<file path="src/hw/rtl/morse_key_timing_capture_assert.svh">
// Assertion macros shared by the key timing capture modules
`ifndef MORSE_KEY_TIMING_CAPTURE_ASSERT_SVH
`define MORSE_KEY_TIMING_CAPTURE_ASSERT_SVH

// Condition implies consequence in the same cycle
`define MKTC_ASSERT_IMP(label, clk, rstn, ante, cons, msg) \
    label: assert property (@(posedge clk) disable iff (!(rstn)) (ante) |-> (cons)) \
        else $error(msg);

// Condition implies consequence in the next cycle
`define MKTC_ASSERT_NXT(label, clk, rstn, ante, cons, msg) \
    label: assert property (@(posedge clk) disable iff (!(rstn)) (ante) |=> (cons)) \
        else $error(msg);

`endif

</file>
<file path="src/hw/rtl/mktc_pkg.sv">
// Shared types and constants for the key timing capture block
`timescale 1ns / 1ps
`default_nettype none

package mktc_pkg;

    localparam int MAX_SEQ_LEN_DEF = 64;
    localparam int OUT_DEPTH_DEF   = 4;

    localparam int SPAN_W      = 31;
    localparam int DUR_W       = 32;
    localparam int DEB_W       = 8;
    localparam int TICKS_W     = 16;
    localparam int CFG_IDX_W   = 2;
    localparam int CFG_DATA_W  = 16;
    localparam int IN_TDATA_W  = 8;
    localparam int OUT_TDATA_W = 40;

    localparam logic [CFG_IDX_W-1:0] CFG_INVERT_KEY  = 2'd0;
    localparam logic [CFG_IDX_W-1:0] CFG_DEBOUNCE    = 2'd1;
    localparam logic [CFG_IDX_W-1:0] CFG_SPACE_END   = 2'd2;
    localparam logic [CFG_IDX_W-1:0] CFG_CLOSURE     = 2'd3;

    localparam logic [DEB_W-1:0]   DEBOUNCE_RST  = 8'd15;
    localparam logic [TICKS_W-1:0] SPACE_END_RST = 16'd120;
    localparam logic [TICKS_W-1:0] CLOSURE_RST   = 16'd800;

    localparam logic [SPAN_W-1:0] SPAN_MAX = {SPAN_W{1'b1}};

    typedef enum logic [1:0] {
        KIND_ELEMENT = 2'd0,
        KIND_CLOSE   = 2'd1,
        KIND_OPEN    = 2'd2,
        KIND_END     = 2'd3
    } kind_t;

    typedef struct packed {
        kind_t                     kind;
        logic signed [DUR_W-1:0]   duration;
        logic                      last;
        logic                      key_down;
        logic                      latch_on;
    } result_t;

    typedef struct packed {
        logic    push0;
        logic    push1;
        result_t r0;
        result_t r1;
    } push_t;

    typedef struct packed {
        logic room2;
    } fifo_status_t;

endpackage

`default_nettype wire

</file>
<file path="src/hw/rtl/morse_key_timing_capture.sv">
// Top level of the telegraph key timing capture block
//
// Usage: each item on the s_ channel is one 1 ms tick; s_tdata[0] carries the raw
// key level (1 = contact closed). Items on the m_ channel are timing elements and
// sequence markers: m_tuser is the kind, m_tdata[31:0] the signed span in ticks,
// m_tdata[32] the debounced key level, m_tdata[33] the circuit latch, and m_tlast
// ends a code sequence. The cfg_ channel writes the four registers at any time the
// block is idle; it is always ready.
// The results of an accepted tick are written into the result queue and reach m_ from its head.
// Throughput: one tick per cycle while s_tready is high. A tick gives at most two items
// (a space element followed by a circuit-open marker); the output port takes them one
// at a time, so a run of such ticks is limited by the output port.
// The result queue holds OUT_DEPTH items; s_tready is high while it has room for two.
// When the receiver stalls, the queue fills and s_tready drops; nothing is lost.
// Reset (aresetn low, synchronous) clears the key, latch, counters and the queue
// and restores register defaults: no inversion, debounce 15, space end 120,
// closure 800.
`timescale 1ns / 1ps
`default_nettype none

`include "morse_key_timing_capture_assert.svh"

module morse_key_timing_capture #(
    parameter int MAX_SEQ_LEN = mktc_pkg::MAX_SEQ_LEN_DEF,
    parameter int OUT_DEPTH   = mktc_pkg::OUT_DEPTH_DEF
) (
    input  wire                                 aclk,
    input  wire                                 aresetn,
    input  wire                                 s_tvalid,
    output logic                                s_tready,
    input  wire  [mktc_pkg::IN_TDATA_W-1:0]     s_tdata,   // [0] key_sample
    output logic                                m_tvalid,
    input  wire                                 m_tready,
    output logic [mktc_pkg::OUT_TDATA_W-1:0]    m_tdata,   // [31:0] duration, [32] key_down,
                                                           // [33] latch_on
    output logic [1:0]                          m_tuser,   // [1:0] kind
    output logic                                m_tlast,
    input  wire                                 cfg_valid,
    output logic                                cfg_ready,
    input  wire  [mktc_pkg::CFG_IDX_W-1:0]      cfg_index,
    input  wire  [mktc_pkg::CFG_DATA_W-1:0]     cfg_data
);

    localparam int CW = $clog2(MAX_SEQ_LEN + 1);

    logic                            invert_reg;
    logic [mktc_pkg::DEB_W-1:0]      debounce_reg;
    logic [mktc_pkg::TICKS_W-1:0]    space_reg;
    logic [mktc_pkg::TICKS_W-1:0]    closure_reg;

    logic                            key_level_reg, key_level_next;
    logic                            latched_reg, latched_next;
    logic [mktc_pkg::SPAN_W-1:0]     elapsed_reg, elapsed_next;
    logic [mktc_pkg::SPAN_W-1:0]     saved_reg, saved_next;
    logic [mktc_pkg::DEB_W-1:0]      deb_reg, deb_next;
    logic [CW-1:0]                   cnt_reg, cnt_next;

    logic                            s_acc;
    logic                            level;
    logic [mktc_pkg::SPAN_W-1:0]     el_inc;
    logic signed [mktc_pkg::DUR_W-1:0] span_pos;
    mktc_pkg::push_t                 push;
    mktc_pkg::fifo_status_t          fifo_status;
    mktc_pkg::result_t               head;

    assign cfg_ready = 1'b1;

    always_ff @(posedge aclk) begin
        if (!aresetn) begin
            invert_reg   <= 1'b0;
            debounce_reg <= mktc_pkg::DEBOUNCE_RST;
            space_reg    <= mktc_pkg::SPACE_END_RST;
            closure_reg  <= mktc_pkg::CLOSURE_RST;
        end else if (cfg_valid && cfg_ready) begin
            unique case (cfg_index)
                mktc_pkg::CFG_INVERT_KEY: invert_reg   <= cfg_data[0];
                mktc_pkg::CFG_DEBOUNCE:   debounce_reg <= cfg_data[mktc_pkg::DEB_W-1:0];
                mktc_pkg::CFG_SPACE_END:  space_reg    <= cfg_data;
                mktc_pkg::CFG_CLOSURE:    closure_reg  <= cfg_data;
                default: ;
            endcase
        end
    end

    assign s_tready = fifo_status.room2;
    assign s_acc    = s_tvalid && s_tready;
    assign level    = s_tdata[0] ^ invert_reg;
    assign el_inc   = (elapsed_reg == mktc_pkg::SPAN_MAX) ? elapsed_reg : elapsed_reg + 1'b1;
    assign span_pos = $signed({1'b0, saved_reg});

    always_comb begin
        key_level_next = key_level_reg;
        latched_next   = latched_reg;
        elapsed_next   = elapsed_reg;
        saved_next     = saved_reg;
        deb_next       = deb_reg;
        cnt_next       = cnt_reg;
        push.push0     = 1'b0;
        push.push1     = 1'b0;
        push.r0.kind     = mktc_pkg::KIND_ELEMENT;
        push.r0.duration = '0;
        push.r0.last     = 1'b0;
        push.r1.kind     = mktc_pkg::KIND_OPEN;
        push.r1.duration = '0;
        push.r1.last     = 1'b1;

        if (s_acc) begin
            elapsed_next = el_inc;
            if (deb_reg != '0) begin
                deb_next = deb_reg - 1'b1;
                if (deb_reg == mktc_pkg::DEB_W'(1)) begin
                    push.push0 = 1'b1;
                    if (key_level_reg) begin
                        cnt_next         = cnt_reg + 1'b1;
                        push.r0.duration = -span_pos;
                    end else if (latched_reg) begin
                        latched_next     = 1'b0;
                        cnt_next         = '0;
                        push.r0.duration = -span_pos;
                        push.push1       = 1'b1;
                    end else begin
                        cnt_next         = cnt_reg + 1'b1;
                        push.r0.duration = span_pos;
                    end
                    if (!push.push1 && (cnt_next >= CW'(MAX_SEQ_LEN))) begin
                        push.r0.last = 1'b1;
                        cnt_next     = '0;
                    end
                end
            end else if (level != key_level_reg) begin
                key_level_next = level;
                saved_next     = el_inc;
                elapsed_next   = '0;
                deb_next       = (debounce_reg != '0) ? debounce_reg : mktc_pkg::DEB_W'(1);
            end else if (!key_level_reg && (cnt_reg != '0)
                         && (el_inc > mktc_pkg::SPAN_W'(space_reg))) begin
                cnt_next     = '0;
                push.push0   = 1'b1;
                push.r0.kind = mktc_pkg::KIND_END;
                push.r0.last = 1'b1;
            end else if (key_level_reg && !latched_reg
                         && (el_inc > mktc_pkg::SPAN_W'(closure_reg))) begin
                latched_next = 1'b1;
                cnt_next     = '0;
                push.push0   = 1'b1;
                push.r0.kind = mktc_pkg::KIND_CLOSE;
                push.r0.last = 1'b1;
            end else if (cnt_reg >= CW'(MAX_SEQ_LEN)) begin
                cnt_next     = '0;
                push.push0   = 1'b1;
                push.r0.kind = mktc_pkg::KIND_END;
                push.r0.last = 1'b1;
            end
        end

        push.r0.key_down = key_level_next;
        push.r0.latch_on = latched_next;
        push.r1.key_down = key_level_next;
        push.r1.latch_on = latched_next;
    end

    always_ff @(posedge aclk) begin
        if (!aresetn) begin
            key_level_reg <= 1'b0;
            latched_reg   <= 1'b0;
            elapsed_reg   <= '0;
            saved_reg     <= '0;
            deb_reg       <= '0;
            cnt_reg       <= '0;
        end else begin
            key_level_reg <= key_level_next;
            latched_reg   <= latched_next;
            elapsed_reg   <= elapsed_next;
            saved_reg     <= saved_next;
            deb_reg       <= deb_next;
            cnt_reg       <= cnt_next;
        end
    end

    mktc_out_fifo #(
        .DEPTH (OUT_DEPTH)
    ) u_out_fifo (
        .aclk      (aclk),
        .aresetn   (aresetn),
        .push      (push),
        .status    (fifo_status),
        .out_valid (m_tvalid),
        .out_ready (m_tready),
        .out_item  (head)
    );

    assign m_tdata = {{(mktc_pkg::OUT_TDATA_W - mktc_pkg::DUR_W - 2){1'b0}},
                      head.latch_on, head.key_down, head.duration};
    assign m_tuser = head.kind;
    assign m_tlast = head.last;

    `MKTC_ASSERT_IMP(a_cnt_bound, aclk, aresetn, 1'b1, cnt_reg <= CW'(MAX_SEQ_LEN),
        "element count beyond sequence limit")
    `MKTC_ASSERT_NXT(a_key_hold, aclk, aresetn, s_acc && (deb_reg != '0),
        $stable(key_level_reg), "key level changed while debouncing")
    `MKTC_ASSERT_IMP(a_pair_open, aclk, aresetn, push.push1,
        (push.r1.kind == mktc_pkg::KIND_OPEN) && !latched_next, "second item not an open marker")
    `MKTC_ASSERT_IMP(a_quiet_debounce, aclk, aresetn, deb_reg > mktc_pkg::DEB_W'(1),
        !push.push0, "item produced during debounce")

endmodule

`default_nettype wire

</file>
<file path="src/hw/rtl/mktc_out_fifo.sv">
// Result queue taking up to two items per cycle and giving one when the output is ready
`timescale 1ns / 1ps
`default_nettype none

`include "morse_key_timing_capture_assert.svh"

module mktc_out_fifo #(
    parameter int DEPTH = mktc_pkg::OUT_DEPTH_DEF
) (
    input  wire                   aclk,
    input  wire                   aresetn,
    input  mktc_pkg::push_t       push,
    output mktc_pkg::fifo_status_t status,
    output logic                  out_valid,
    input  wire                   out_ready,
    output mktc_pkg::result_t     out_item
);

    localparam int IW   = (DEPTH > 1) ? $clog2(DEPTH) : 1;
    localparam int CNTW = $clog2(DEPTH + 1);

    mktc_pkg::result_t mem_reg [DEPTH];
    logic [IW-1:0]   wr_ptr_reg, wr_ptr_next, rd_ptr_reg, rd_ptr_next, wr1_ptr;
    logic [CNTW-1:0] count_reg, count_next;
    logic            pop;

    function automatic logic [IW-1:0] wrap_inc(input logic [IW-1:0] p);
        logic [IW-1:0] r;
        r = (p == IW'(DEPTH - 1)) ? '0 : p + 1'b1;
        return r;
    endfunction

    always_comb begin
        pop        = out_valid && out_ready;
        wr1_ptr    = wrap_inc(wr_ptr_reg);
        wr_ptr_next = wr_ptr_reg;
        if (push.push1) begin
            wr_ptr_next = wrap_inc(wr1_ptr);
        end else if (push.push0) begin
            wr_ptr_next = wr1_ptr;
        end
        rd_ptr_next = pop ? wrap_inc(rd_ptr_reg) : rd_ptr_reg;
        count_next  = count_reg + CNTW'(push.push0) + CNTW'(push.push1) - CNTW'(pop);
    end

    always_ff @(posedge aclk) begin
        if (!aresetn) begin
            wr_ptr_reg <= '0;
            rd_ptr_reg <= '0;
            count_reg  <= '0;
        end else begin
            wr_ptr_reg <= wr_ptr_next;
            rd_ptr_reg <= rd_ptr_next;
            count_reg  <= count_next;
        end
    end

    always_ff @(posedge aclk) begin
        if (push.push0) begin
            mem_reg[wr_ptr_reg] <= push.r0;
        end
        if (push.push1) begin
            mem_reg[wr1_ptr] <= push.r1;
        end
    end

    assign out_valid    = (count_reg != '0);
    assign out_item     = mem_reg[rd_ptr_reg];
    assign status.room2 = (count_reg <= CNTW'(DEPTH - 2));

    `MKTC_ASSERT_IMP(a_count_bound, aclk, aresetn, 1'b1, count_reg <= CNTW'(DEPTH),
        "queue count beyond depth")
    `MKTC_ASSERT_IMP(a_no_overflow, aclk, aresetn, push.push0,
        count_reg <= CNTW'(DEPTH - 2), "queue written without room")
    `MKTC_ASSERT_IMP(a_pair_order, aclk, aresetn, push.push1, push.push0,
        "second item pushed without first")

endmodule

`default_nettype wire
</file>
<file path="config.mk">
export PLATFORM = sky130hd
export DESIGN_NAME = morse_key_timing_capture
export DESIGN_NICKNAME = d
export VERILOG_FILES = /design/src/hw/rtl/mktc_pkg.sv /design/src/hw/rtl/morse_key_timing_capture.sv /design/src/hw/rtl/mktc_out_fifo.sv
export VERILOG_INCLUDE_DIRS = /design/src /design/src/hw/rtl
export SDC_FILE = /design/constraint.sdc
export NUM_CORES = 1
export LEC_CHECK = 0
export ABC_AREA = 1
export BUFFER_PORTS_ARGS = -buffer_cell sky130_fd_sc_hd__buf_2
export CORE_UTILIZATION = 60
export DETAILED_ROUTE_END_ITERATION = 10
export GPL_ROUTABILITY_DRIVEN = 0
export PLACE_DENSITY = 0.85
export RECOVER_POWER = 50
export SLEW_MARGIN = 20
export SYNTH_ARGS = -nofsm -noshare
export SYNTH_HDL_FRONTEND = slang
export SYNTH_SLANG_ARGS = --single-unit
</file>
<file path="constraint.sdc">
create_clock -name aclk -period 5.9 [get_ports aclk]
set_input_delay 0.295 -clock aclk [delete_from_list [all_inputs] [get_ports aclk]]
set_output_delay 0.295 -clock aclk [all_outputs]
set_load 0.005 [all_outputs]
</file>
======== Word level (Yosys, flattened, before mapping) ========
Memory sizes are Yosys's and may differ from the RTL's. A register that Yosys moved wholly into a read port is not among the register bits.
Index checks and enable logic that the tools add are counted.
word-level totals
  bits in registers ....................... 127
  bits in latches ......................... 0
  RAM bits ................................ 148
  ROM bits ................................ 0
  bits of input ports ..................... 31
  output and inout port bits .............. 46
  word-level logic and storage cells ...... 130
  memories kept ........................... 1
memory list
  name                words  width  rd ports  clocked after memory_dff  wr ports  RTL line             RTL
  u_out_fifo.mem_reg  4      37     1         1                         2         mktc_out_fifo.sv:22  mktc_pkg::result_t mem_reg [DEPTH];
cells by class
  add/sub/neg operators ................... 10
  multipliers ............................. 0
  divide/modulo/power cells ............... 0
  $lt $le $gt $ge ......................... 5
  equality and inequality tests ........... 11
  shift operators ......................... 0
  mux-type cells .......................... 63
  bitwise logic cells ..................... 2
  reductions and logical operators ........ 25
operators by type and width
  operator                 count
  $mux W32                 3
  $mux W31                 3
  $mux W7                  12
  $gt A31 B16 Y1           2
  $mux W37                 1
  $mux W33                 1
  $neg A31 Y32             1
  $add A31 B1 Y31 const B  1
  $eq A31 B31 Y1 const B   1
  $mux W1                  27
  $mux W2                  13
  $mux W8                  3
  $reduce_bool A8 Y1       2
  $ge A7 B7 Y1 const B     2
  $eq A2 B2 Y1 const B     5
  $reduce_and A2 Y1        5
  $eq A8 B1 Y1 const B     1
  $sub A8 B1 Y8 const B    1
  $add A7 B1 Y7 const B    1
  $logic_and A1 B1 Y1      7
  $reduce_bool A7 Y1       1
  $add A2 B1 Y2 const B    3
  $add A3 B1 Y3            2
  $reduce_and A4 Y1        1
  other kinds (14)         17

======== Longest topological paths before layout ========
Gate-level depths: netlist (run 1).
  depth after elaboration ................. 15
  mapped depth ............................ 30
  mapped depth without buffers ............ 30

======== Cells and area by module ========
From an unflattened synthesis (run 1), not the netlist that was laid out.
unflattened totals
  cells, all modules ...................... 1956
  area, all modules ....................... 15275.9 µm²
modules (own cells, without submodules)
  module                    times used  cells each  area an instance (µm²)  seq. area each (µm²)
  mktc_out_fifo             1           797         7673.6                  4624.4
  morse_key_timing_capture  1           1159        7602.3                  2402.3

======== Worst setup path before layout (run 1) ========
Ideal clock, no wire load.
  kind .................................... register to register
  start ................................... register elapsed_reg[0] (netlist name)
  end ..................................... register u_out_fifo.count_reg[2]
  library setup time ...................... 0.128 ns
  arrival time ............................ 4.545 ns
  data required time ...................... 5.772 ns
  slack ................................... 1.227 ns
  cell stages (with the launch flop) ...... 29
  path buffers ............................ 0
  clock period less this slack ............ 4.673 ns
  cells stage by stage .................... dfxtp_1 -> ha_1 -> inv_2 -> nor2_2 -> nand2_1 -> nor2_4 -> inv_1 -> nor3_1 -> inv_1 -> nand2_1 -> nor2_1 -> xor2_1 -> ha_1 -> nand2_1 -> inv_1 -> nand3_1 -> nor3_1 -> inv_1 -> nor4_1 -> nand3_1 -> nand3_1 -> nand3_2 -> a21oi_1 -> ha_1 -> inv_1 -> fa_1 -> fa_1 -> xor2_1 -> nor2_1
on the way
  word-level cells in the longest chain between the ends .. 12
  elaborated cells between the ends (all ways) .. 15
  those cells by class .................... 4 x add/sub; 2 x order compare; 1 x eq/ne; 6 x mux; 2 x reduce/logical
ends and longest elaborated chain
  what                                               RTL line                         RTL
  from (decl)                                        morse_key_timing_capture.sv:53   logic [mktc_pkg::SPAN_W-1:0] elapsed_reg, elapsed_next;
  from (signal assigned)                             morse_key_timing_capture.sv:173  elapsed_reg <= elapsed_next;
  $add A31 B1 Y31 or $eq A31 B31 Y1 (tied branches)  morse_key_timing_capture.sv:88   assign el_inc = (elapsed_reg == mktc_pkg::SPAN_MAX) ? elapsed_reg : elapsed_reg + 1'b1;
  $mux W31 (*)                                       morse_key_timing_capture.sv:88
  via el_inc, one bit                                morse_key_timing_capture.sv:60   logic [mktc_pkg::SPAN_W-1:0] el_inc;
  $gt A31 B16 Y1                                     morse_key_timing_capture.sv:142  && (el_inc > mktc_pkg::SPAN_W'(closure_reg))) begin
  $logic_and A1 B1 Y1                                morse_key_timing_capture.sv:142
  $mux W1                                            morse_key_timing_capture.sv:141  end else if (key_level_reg && !latched_reg
  $mux W1 (*)                                        morse_key_timing_capture.sv:135  end else if (!key_level_reg && (cnt_reg != '0)
  $mux W1 (*)                                        morse_key_timing_capture.sv:130  end else if (level != key_level_reg) begin
  $mux W1 (*)                                        morse_key_timing_capture.sv:109  if (deb_reg != '0) begin
  $mux W37 (*)                                       morse_key_timing_capture.sv:107  if (s_acc) begin
  $add A3 B1 Y3 (*) (2 in a row)                     mktc_out_fifo.sv:43              count_next = count_reg + CNTW'(push.push0) + CNTW'(push.push1) - CNTW'(pop);
  $sub A3 B1 Y3 (*)                                  mktc_out_fifo.sv:43
  to (signal assigned)                               mktc_out_fifo.sv:54              count_reg <= count_next;
  to (decl)                                          mktc_out_fifo.sv:24              logic [CNTW-1:0] count_reg, count_next;
Mark *: on every way through the listed nets, which the timed path passes. The rest lies on a longest branch.
A chain may end at the register's enable or synchronous reset.

======== Worst setup path after layout (run 1) ========
Same ends and word-level chain as after synthesis.

==> impl_metrics.csv, run 1 <==
group,metric,value,unit
status,status,"finished, violations left",
status,violations,"max-capacitance violations, max-slew violations",
global_route,grt_pass1_vias,12700,
setup_path,r2r_setup_slack,0.54,ns
power,leakage,6.44,nW
setup_path,cp_num_buf_inv,5,
synth,synth-simple-area-share,0.282,
finish,area_growth,9.36,%
global_route,grt_pass1_wl,62.0,mm
synth,synth_compound_area_frac,0.174,
finish,finalCoreUtilization,0.673,
detailed_routing,routedWlPerCell,16.3,microns
setup_path,worst-r2r-cell-count,29,
timing,rsz0062_at_grt,"no",
clock_network,clockBufferDepth,3,
global_route,grt_overflow_total,0,
detailed_routing,drc,0,
setup_path,critPathKind,"register to register",
floorplan,core_area,22800,sq um
synth,synth-async-reset-ratio,0,
clock_network,cts_tree,"yes",
detailed_routing,first_iter_violations,1573,
setup_path,crit_path_frequent_cell,"nand2_1",
synth,netlist_instances,1989,
setup_path,crit_path_top_delay_cell,"dfxtp_1",
finish,largest_reg_flops,148,
hold_path,min_path_type,"primary input to register",
synth,avgSynthCellArea,7.05,sq um
timing,finalCriticalPeriod,5.36,ns
clock_network,root_buffer,"clkbuf_16",
synth,synth.cell_area,14000,sq um
synth,synthFlopType,"dfxtp_1",
finish,n_fill_cell,1901,
floorplan,initial_core_util,0.616,
setup_path,required,6.26,ns
synth,synth_top_family_by_area,"simple AND/OR/NAND/NOR gates",
detailed_routing,vias_per_cell,5.82,
timing,slew_violations,140,
timing,worstMarginPinSlew,3.21,ns
placement,place_hpwl,25.8,mm
power,totalPowerFinal,6.51,mW
finish,stdcell_count,2342,
setup_path,crit_path_max_fanout,7,
setup_path,max_stage_delay,0.47,ns
finish,drive_above_1_share,0.0690,
clock_network,clock-sinks,277,
floorplan,row_count,55,
synth,synth_cell_types,45,
synth,synth_adder_area_share,0.0439,
synth,ys_seq_area_frac,0.401,
finish,antenna_cells,0,
clock_network,cts_buffers,29,
setup_path,critPathLaunchType,"register",
run,drv_cap,2,
setup_path,crit_arrival,5.72,ns
clock_network,postCtsSetupRepairBufs,0,
synth,synth_seq_cells,277,
setup_path,cp_top_family,"simple AND/OR/NAND/NOR gates",
timing,fmax,187,MHz
detailed_routing,ant_nets,0,
power,irDropWorstVdd,0.251,mV
floorplan,num_io_pins,77,
floorplan,dieWidth,155,microns
setup_path,r2r-end,"u_out_fifo.count_reg[2]$_SDFF_PN0_",
hold_path,hold_start,"cfg_data[1]",
clock_network,htreeDepth,1,
synth,synth-edff-count,8,
global_route,grt_usage,0.316,
setup_path,crit_path_start,"elapsed_reg[0]$_SDFFE_PN0P_",
timing,max_slew_margin,-1.14,
timing,finalSetupViolCount,0,
clock_network,cts.reportedPaths.clkPinSlew,0.06,ns
synth,synthXorXnorAreaFrac,0.0225,
global_route,grt_antenna_before_repair,0,
timing,clock_skew,0.0223,ns
placement,numPortBuffers,62,
detailed_routing,drtPass1Iterations,6,
floorplan,die_h,155,microns
synth,synth.yosys.warnings,0,
finish,nNetsFinal,2086,
synth,synth_mux_area_frac,0,
clock_network,clkLatencyLatePin,0.56,ns
timing,hold_viol,0,
hold_path,min_path_cells,3,
timing,finalSetupTns,0,ns
setup_path,rr_startpoint,"elapsed_reg[0]$_SDFFE_PN0P_",
global_route,grt_max_degree,77,
setup_path,cp-end-kind,"register",
timing,period_share,0.909,
detailed_routing,vias,13600,
floorplan,die_area,24000,sq um
placement,dp.cells,2285,
detailed_routing,routed_wl,38.2,mm
power,powerDensity,425,nW/um^2
hold_path,worstHoldEndpoint,"debounce_reg[1]$_SDFFE_PN1P_",
[cell usage after synthesis, drive strengths merged, types with 10 or more instances]
cell type,instances,area share
nand2,377,0.11
nor2,281,0.078
dfxtp,269,0.38
o21ai,252,0.090
nand3,203,0.076
inv,145,0.039
a21oi,134,0.048
clkbuf,79,0.021
ha,46,0.041
o22ai,36,0.016
xor2,28,0.017
buf,27,0.015
nor3,15,0.0054
a211oi,12,0.0064
nand3b,11,0.0059
nor4,10,0.0045
[per-layer routing]
layer / part of all wire / track usage / up-vias
met3: 0.081 / 0.0529 / 121
li1: - / - / 6676
met4: 0.042 / 0.145 / 0
met5: 0 / 0 / -
met2: 0.47 / 0.549 / 606
met1: 0.41 / 0.384 / 6219
[final cells by class]
cell class | instances | area [sq um] | area share
Clock buffer | 43 | 848 | 0.0553
Tap cell | 313 | 392 | 0.0255
Multi-Input combinational cell | 1463 | 7350 | 0.479
Clock inverter | 10 | 104 | 0.00677
Timing Repair Buffer | 88 | 460 | 0.0300
Inverter | 148 | 557 | 0.0363
Sequential cell | 277 | 5630 | 0.367
[where the power goes]
part	leakage (nW)	switching (mW)	total, mW	internal (mW)
Sequential	2.26	0.186	2.32	2.14
Combinational	3.71	1.58	2.37	0.790
Clock	0.476	0.742	1.82	1.08
Total	6.44	2.51	6.51	4.00
[how the worst max path moves through the flow]
stage	endpoint	slack [ns]	cells past startpoint
finish	u_out_fifo.count_reg[2]$_SDFF_PN0_	0.54	29
global route	u_out_fifo.count_reg[2]$_SDFF_PN0_	0.09	29
CTS	u_out_fifo.count_reg[2]$_SDFF_PN0_	0.49	28
detailed placement	u_out_fifo.count_reg[2]$_SDFF_PN0_	0.54	28
global placement	u_out_fifo.count_reg[2]$_SDFF_PN0_	0.68	28
floorplan	u_out_fifo.count_reg[2]$_SDFF_PN0_	1.23	28
[timing repair]
action                                  in CTS  in global routing
hold buffers                                 4                  0
endpoints found under the hold margin        4                  0
gates resized for setup                      0                  1
endpoints found under the setup margin       0                  2
[cell families after synthesis]
kind of cell,count (synthesis)
buffers and inverters,254
DFF,277
and+or+nand+nor,913
other,2
adders and majority gates,48
xor gates and xnor gates,36
AOI/OAI and AO/OA,459
[layout by cell type (no fill, tap or decap), types with 5 or more instances in the layout]
cell	netlist	final
a211oi_1	12	12
a21oi_1	134	134
a31oi_1	5	5
buf_2	1	25
buf_4	13	18
clkbuf_1	79	43
clkbuf_16	0	29
clkbuf_2	0	5
clkbuf_8	0	7
clkinv_2	0	7
conb_1	2	7
dfxtp_1	269	268
edfxtp_1	8	8
ha_1	46	46
inv_1	136	136
inv_2	9	7
nand2_1	361	362
nand2_2	11	11
nand3_1	193	193
nand3_2	10	10
nand3b_1	11	11
nand4_1	9	9
nor2_1	273	274
nor3_1	15	14
nor4_1	10	10
o211ai_1	6	6
o21ai_0	226	226
o21ai_1	25	25
o22ai_1	36	36
xnor2_1	8	8
xor2_1	28	28
[worst min-delay path: stages]
cell and delay (ns):
buf_2 0.11, nand2_1 0.06, nand3_1 0.07
[stage by stage]
step / cell area (sq um) / setup WS [ns] / hold slack [ns]
floorplan: 14000 / 1.23 / 0.421
global placement: 14400 / 0.681 / 0.435
detailed placement: 14400 / 0.539 / 0.446
CTS: 15400 / 0.494 / 0.00233
global route: 15300 / 0.0943 / 0.000387
finish: 15300 / 0.539 / 0.0223
(Power assumes the default switching activity.)
==> inputs of run 2 (changes only) <==
--- a/config.mk
+++ b/config.mk
@@ -8,6 +8,7 @@
 export LEC_CHECK = 0
 export ABC_AREA = 1
 export BUFFER_PORTS_ARGS = -buffer_cell sky130_fd_sc_hd__buf_2
+export CORE_MARGIN = 10
 export CORE_UTILIZATION = 60
 export DETAILED_ROUTE_END_ITERATION = 10
 export GPL_ROUTABILITY_DRIVEN = 0
==> impl_metrics.csv, run 2 (same netlist as run 1, synthesis figures left out) <==
group,metric,value,unit
setup_path,cp_top_family,"simple AND/OR/NAND/NOR gates",
clock_network,clockBufferDepth,3,
setup_path,critPathLaunchType,"register",
placement,numPortBuffers,62,
floorplan,core_area,22800,sq um
power,p_sw,2.53,mW
clock_network,clkLatencyLatePin,0.55,ns
timing,period_share,0.916,
timing,clock_skew,0.0290,ns
detailed_routing,first_iter_violations,1585,
timing,slew_violations,104,
hold_path,hold_start,"cfg_data[3]",
global_route,grt_overflow_total,0,
setup_path,crit_path_start,"elapsed_reg[0]$_SDFFE_PN0P_",
floorplan,dieWidth,173,microns
global_route,grt_busiest_layer,"met2",
global_route,grt_pass1_wl,64.3,mm
timing,worst_slack,0.497,ns
finish,nNetsFinal,2081,
finish,antenna_cells,0,
placement,placed_area,14400,sq um
detailed_routing,drtPass1Iterations,5,
finish,stdcell_count,2335,
detailed_routing,routed_wl,39.2,mm
setup_path,crit_path_top_delay_cell,"dfxtp_1",
power,swShare,0.386,
floorplan,num_io_pins,77,
floorplan,die_area,29900,sq um
power,p_comb_frac,0.362,
global_route,grt_max_degree,74,
power,irDropWorstVdd,0.235,mV
power,powerDensity,428,nW/um^2
clock_network,root_buffer,"clkbuf_16",
finish,area_growth,9.14,%
clock_network,htreeDepth,1,
timing,finalSetupViolCount,0,
global_route,grt_usage,0.249,
setup_path,cp-end-kind,"register",
timing,worstMarginPinSlew,2.47,ns
clock_network,cts_tree,"yes",
power,seqPwrFrac,0.355,
global_route,grt_use_met3,0.0416,
placement,dp.cells,2283,
power,clkPwrFrac,0.283,
global_route,grt_pass1_vias,13100,
placement,dp_slack,0.490,ns
setup_path,critPathKind,"register to register",
power,leakage,6.40,nW
detailed_routing,drc,0,
setup_path,max_stage_delay,0.46,ns
setup_path,required,6.29,ns
finish,drive_above_1_share,0.0623,
timing,fmax,185,MHz
global_route,met2_usage,0.414,
timing,max_slew_margin,-0.647,
run,drv_cap,2,
status,violations,"max-capacitance violations, max-slew violations",
detailed_routing,routedWlPerCell,16.8,microns
detailed_routing,ant_nets,0,
timing,hold_viol,0,
setup_path,rr_startpoint,"elapsed_reg[0]$_SDFFE_PN0P_",
detailed_routing,vias_per_cell,5.97,
timing,finalSetupTns,0,ns
setup_path,crit_path_frequent_cell,"inv_1",
floorplan,row_count,55,
timing,finalCriticalPeriod,5.40,ns
finish,finalCoreUtilization,0.670,
finish,layout_common_cells,"nand2_1 (365), nor2_1 (274), dfxtp_1 (268)",
setup_path,crit_arrival,5.79,ns
floorplan,initial_core_util,0.614,
global_route,grt_antenna_before_repair,0,
setup_path,crit_path_max_fanout,7,
finish,largest_reg_flops,148,
finish,final_area,15300,sq um
status,status,"finished, violations left",
placement,place_hpwl,26.4,mm
clock_network,postCtsSetupRepairBufs,0,
setup_path,cp_num_buf_inv,6,
timing,rsz0062_at_grt,"no",
power,totalPowerFinal,6.56,mW
finish,final_common_cell,"nand2_1",
global_route,use_met1,0.311,
power,p_int,4.03,mW
clock_network,cts_buffers,28,
timing,hold_ws,0.0147,ns
setup_path,r2r_setup_slack,0.50,ns
hold_path,min_path_type,"primary input to register",
clock_network,cts.reportedPaths.clkPinSlew,0.06,ns
clock_network,clock-sinks,277,
floorplan,die_h,173,microns
detailed_routing,vias,13900,
[run 2: cell count changes in the layout (fill, tap and decap cells not counted), moves of 2 or more]
cell | previous run | this run
clkinv_1 | 4 | 2
nand2_2 | 11 | 8
dlygate4sd3_1 | 4 | 2
bufinv_16 | 2 | 4
nand2_1 | 362 | 365
clkbuf_2 | 5 | 0
clkinv_2 | 7 | 3
clkbuf_8 | 7 | 4
clkbuf_1 | 43 | 50
[run 2: worst reg2reg max path, delay by kind of cell (launching register included)]
family                   cells  cell delay (ns)
flip-flops                   1             0.46
buffers and inverters        6             0.47
XOR/XNOR                     2             0.49
AO/OA/AOI/OAI                1             0.26
AND/OR/NAND/NOR             14             2.10
adder cells (fa/ha/maj)      5             1.47
[run 2: per-layer routing]
metal  routed length, microns  up-vias
li1                         -     6675
met1                    15800     6388
met2                    18200      736
met3                     3670      138
met4                     1440        0
met5                        0        -
[run 2: what timing repair did]
item	4_1_cts	5_1_grt
hold buffers	2	0
endpoints found under the setup margin	0	2
endpoints found under the hold margin	2	0
gates resized for setup	0	1
[run 2: area by class of cell]
cell class / count / area [sq um]
Clock buffer: 42 / 815
Clock inverter: 8 / 154
Fill cell: 1992 / 7540
Inverter: 148 / 557
Multi-Input combinational cell: 1463 / 7340
Sequential cell: 277 / 5630
Tap cell: 313 / 392
Timing Repair Buffer: 84 / 422
[run 2: power groups by stage]
stage                     clock, mW  sequential (mW)  combinational [mW]
final                          1.86             2.33                2.38
after floorplan                   0             2.31                1.70
after detailed placement          0             2.35                2.34
after global routing           1.95             2.35                2.67
after global placement            0             2.34                2.28
after CTS                      1.87             2.32                2.38
[run 2: path summary, 6_finish.rpt]
check / endpoint / cells past startpoint
max: u_out_fifo.count_reg[2]$_SDFF_PN0_ / 28
min: debounce_reg[3]$_SDFFE_PN1P_ / 3
max reg2reg: u_out_fifo.count_reg[2]$_SDFF_PN0_ / 28
min reg2reg: u_out_fifo.mem_reg[1][11]$_SDFFE_PP0N_ / 2
==> inputs of run 3 (changes only) <==
--- a/config.mk
+++ b/config.mk
@@ -7,14 +7,16 @@
 export NUM_CORES = 1
 export LEC_CHECK = 0
 export ABC_AREA = 1
+export ABC_CLOCK_PERIOD_IN_PS = 5900
 export BUFFER_PORTS_ARGS = -buffer_cell sky130_fd_sc_hd__buf_2
 export CORE_MARGIN = 10
 export CORE_UTILIZATION = 60
 export DETAILED_ROUTE_END_ITERATION = 10
 export GPL_ROUTABILITY_DRIVEN = 0
-export PLACE_DENSITY = 0.85
+export PLACE_DENSITY = 0.84
 export RECOVER_POWER = 50
 export SLEW_MARGIN = 20
 export SYNTH_ARGS = -nofsm -noshare
 export SYNTH_HDL_FRONTEND = slang
+export SYNTH_HIERARCHICAL = 1
 export SYNTH_SLANG_ARGS = --single-unit
==> impl_metrics.csv, run 3 <==
group,metric,value,unit
power,irDropWorstVdd,0.350,mV
clock_network,cts_tree,"yes",
floorplan,dieWidth,180,microns
setup_path,worst-r2r-cell-count,27,
setup_path,rr_startpoint,"elapsed_reg[0]$_SDFFE_PN0P_",
power,swShare,0.360,
finish,largest_reg_flops,148,
power,p_comb_frac,0.317,
timing,finalSetupTns,0,ns
synth,synthTopCellsByArea,"edfxtp_1 (29%), dfxtp_1 (17%), nand2_1 (10%)",
run,drv_cap,4,
finish,final_common_cell,"nand2_1",
floorplan,initial_core_util,0.608,
timing,hold_ws,0.00887,ns
floorplan,die_h,180,microns
floorplan,die_area,32200,sq um
timing,rsz0062_at_grt,"no",
finish,finalCoreUtilization,0.667,
synth,yosysTopAreaCellShare,0.291,
synth,synth.most_common_cell,"nand2_1",
placement,place_hpwl,25.1,mm
clock_network,htreeDepth,1,
timing,finalCriticalPeriod,5.33,ns
finish,antenna_cells,0,
synth,synth-edff-count,148,
global_route,grt_max_degree,75,
clock_network,clkLatencyLatePin,0.57,ns
detailed_routing,first_iter_violations,1539,
hold_path,hold_start,"cfg_data[2]",
timing,clock_skew,0.0150,ns
clock_network,root_buffer,"clkbuf_16",
clock_network,cts.reportedPaths.clkPinSlew,0.06,ns
synth,synth-async-reset-ratio,0,
detailed_routing,vias_per_cell,5.70,
synth,synth_cell_types,50,
synth,synth_commonest_cells,"nand2_1 (405), o21ai_0 (283), nor2_1 (224)",
setup_path,critPathKind,"register to register",
detailed_routing,met1Wirelength,15.2,mm
synth,synth.cell_area,15300,sq um
clock_network,clock-sinks,277,
global_route,grt_pass1_vias,12700,
global_route,grt_overflow_total,0,
setup_path,r2r-end,"u_out_fifo/count_reg[2]$_SDFF_PN0_",
synth,avgSynthCellArea,7.81,sq um
detailed_routing,drtPass1Iterations,5,
synth,synthFlopType,"edfxtp_1",
synth,yosys.area.top_type,"edfxtp_1",
hold_path,min_path_cells,3,
detailed_routing,ant_nets,0,
hold_path,worstHoldEndpoint,"debounce_reg[2]$_SDFFE_PN1P_",
power,p_int,4.02,mW
timing,period_share,0.903,
hold_path,min_path_type,"primary input to register",
clock_network,clockBufferDepth,3,
floorplan,num_io_pins,77,
clock_network,cts_buffers,29,
placement,dp_slack,0.785,ns
setup_path,r2r_setup_slack,0.57,ns
status,status,"finished, violations left",
synth,synth_seq_cells,277,
timing,hold_viol,0,
power,seqPwrFrac,0.384,
floorplan,core_area,25100,sq um
synth,ys_seq_area_frac,0.460,
synth,netlist_instances,1956,
synth,synth.yosys.warnings,6,
detailed_routing,drc,0,
global_route,grt_pass1_wl,62.3,mm
power,clkPwrFrac,0.299,
setup_path,crit_path_max_fanout,26,
power,leakage,6.27,nW
power,powerDensity,375,nW/um^2
timing,fmax,188,MHz
finish,layout_common_cells,"nand2_1 (408), o21ai_0 (306), nor2_1 (224)",
detailed_routing,wl_met3,2.55,mm
placement,numPortBuffers,62,
clock_network,postCtsSetupRepairBufs,0,
setup_path,cp-end-kind,"register",
detailed_routing,vias,13500,
timing,finalSetupViolCount,0,
detailed_routing,top_layer,"met4",
detailed_routing,routedWlPerCell,15.9,microns
detailed_routing,wl_met2,18.8,mm
timing,slew_violations,203,
setup_path,crit_arrival,5.81,ns
timing,worst_slack,0.574,ns
finish,drive_above_1_share,0.0785,
timing,worstMarginPinSlew,2.97,ns
status,violations,"max-capacitance violations, max-slew violations",
setup_path,required,6.39,ns
finish,nNetsFinal,2094,
finish,area_growth,9.68,%
detailed_routing,routed_wl,37.6,mm
setup_path,critPathLaunchType,"register",
global_route,grt_usage,0.224,
timing,max_slew_margin,-0.981,
floorplan,row_count,58,
power,p_sw,2.26,mW
global_route,grt_antenna_before_repair,0,
run 3: cell types whose count changed after synthesis, moves of 44 or more:
cell,change
nand3_1,-143
dfxtp_1,-140
edfxtp_1,+140
o21ai_0,+57
inv_1,+52
nor2_1,-49
nand2_1,+44
run 3: worst max path at each step:
stage,slack [ns],start,end,cells past startpoint
2_1_floorplan,1.48,elapsed_reg[0]$_SDFFE_PN0P_,u_out_fifo/count_reg[2]$_SDFF_PN0_,32
3_5_place_dp,0.79,elapsed_reg[0]$_SDFFE_PN0P_,u_out_fifo/count_reg[2]$_SDFF_PN0_,27
3_3_place_gp,0.91,elapsed_reg[0]$_SDFFE_PN0P_,u_out_fifo/count_reg[2]$_SDFF_PN0_,27
5_1_grt,0.13,elapsed_reg[0]$_SDFFE_PN0P_,u_out_fifo/count_reg[2]$_SDFF_PN0_,27
4_1_cts,0.70,elapsed_reg[0]$_SDFFE_PN0P_,u_out_fifo/count_reg[2]$_SDFF_PN0_,27
6_report,0.57,elapsed_reg[0]$_SDFFE_PN0P_,u_out_fifo/count_reg[2]$_SDFF_PN0_,27
run 3: final cells by class:
| cell class | count | area [sq um] |
|---|---|---|
| Sequential cell | 277 | 7030 |
| Fill cell | 2029 | 8350 |
| Multi-Input combinational cell | 1424 | 7110 |
| Tap cell | 330 | 413 |
| Clock buffer | 41 | 841 |
| Clock inverter | 13 | 160 |
| Inverter | 196 | 736 |
| Timing Repair Buffer | 87 | 473 |
run 3: logic make-up after synthesis:
| logic type | synth area share |
|---|---|
| simple gates | 0.220 |
| compound gates | 0.185 |
| buf+inv | 0.0837 |
| flops | 0.460 |
| fa+ha+maj | 0.0403 |
| xor+xnor | 0.0109 |
| other cells | 0.000492 |
run 3: power groups by stage:
| stage | Combinational [mW] | Sequential [mW] | Clock (mW) |
|---|---|---|---|
| CTS | 2.02 | 2.41 | 1.90 |
| floorplan | 1.49 | 2.39 | 0 |
| global placement | 1.95 | 2.44 | 0 |
| detailed placement | 2.00 | 2.45 | 0 |
| finish | 1.99 | 2.42 | 1.88 |
| global route | 2.28 | 2.44 | 1.98 |
run 3: what timing repair did:
action                    CTS  global route
gates resized for setup     0             0
hold buffers                5             0
hold endpoints to repair    7             0
run 3: layer usage:
metal | global-route usage | vias up
met1 | 0.276 | 6240
met3 | 0.0285 | 86
met4 | 0.0734 | 0
met2 | 0.396 | 505
li1 | - | 6659
met5 | 0 | -
run 3: worst max-delay path, stage by stage (launching register included):
cell and delay [ns]:
dfxtp_1 0.43, ha_1 0.33, inv_2 0.12, nor2_8 0.19, nand2_4 0.10, nor2_8 0.15
nand2_4 0.23, o21ai_0 0.34, inv_1 0.12, ha_1 0.29, nand2_1 0.06, o21ai_0 0.21
a21oi_1 0.10, o211ai_1 0.17, nand2_1 0.11, nand3_1 0.11, nand3_2 0.13, nand2_2 0.12
nor2_4 0.06, a21oi_2 0.31, inv_1 0.11, ha_1 0.29, inv_1 0.04, fa_1 0.37
fa_1 0.37, inv_1 0.08, o21ai_0 0.08, a21oi_1 0.22
run 3: per-stage QoR:
step           instance area [sq um]  power, mW  instances
2_1_floorplan                  15400       3.88       1996
3_3_place_gp                   15800       4.39       2309
3_5_place_dp                   15800       4.45       2309
4_1_cts                        16800       6.33       2368
5_1_grt                        16800       6.69       2368
6_report                       16800       6.29       2368
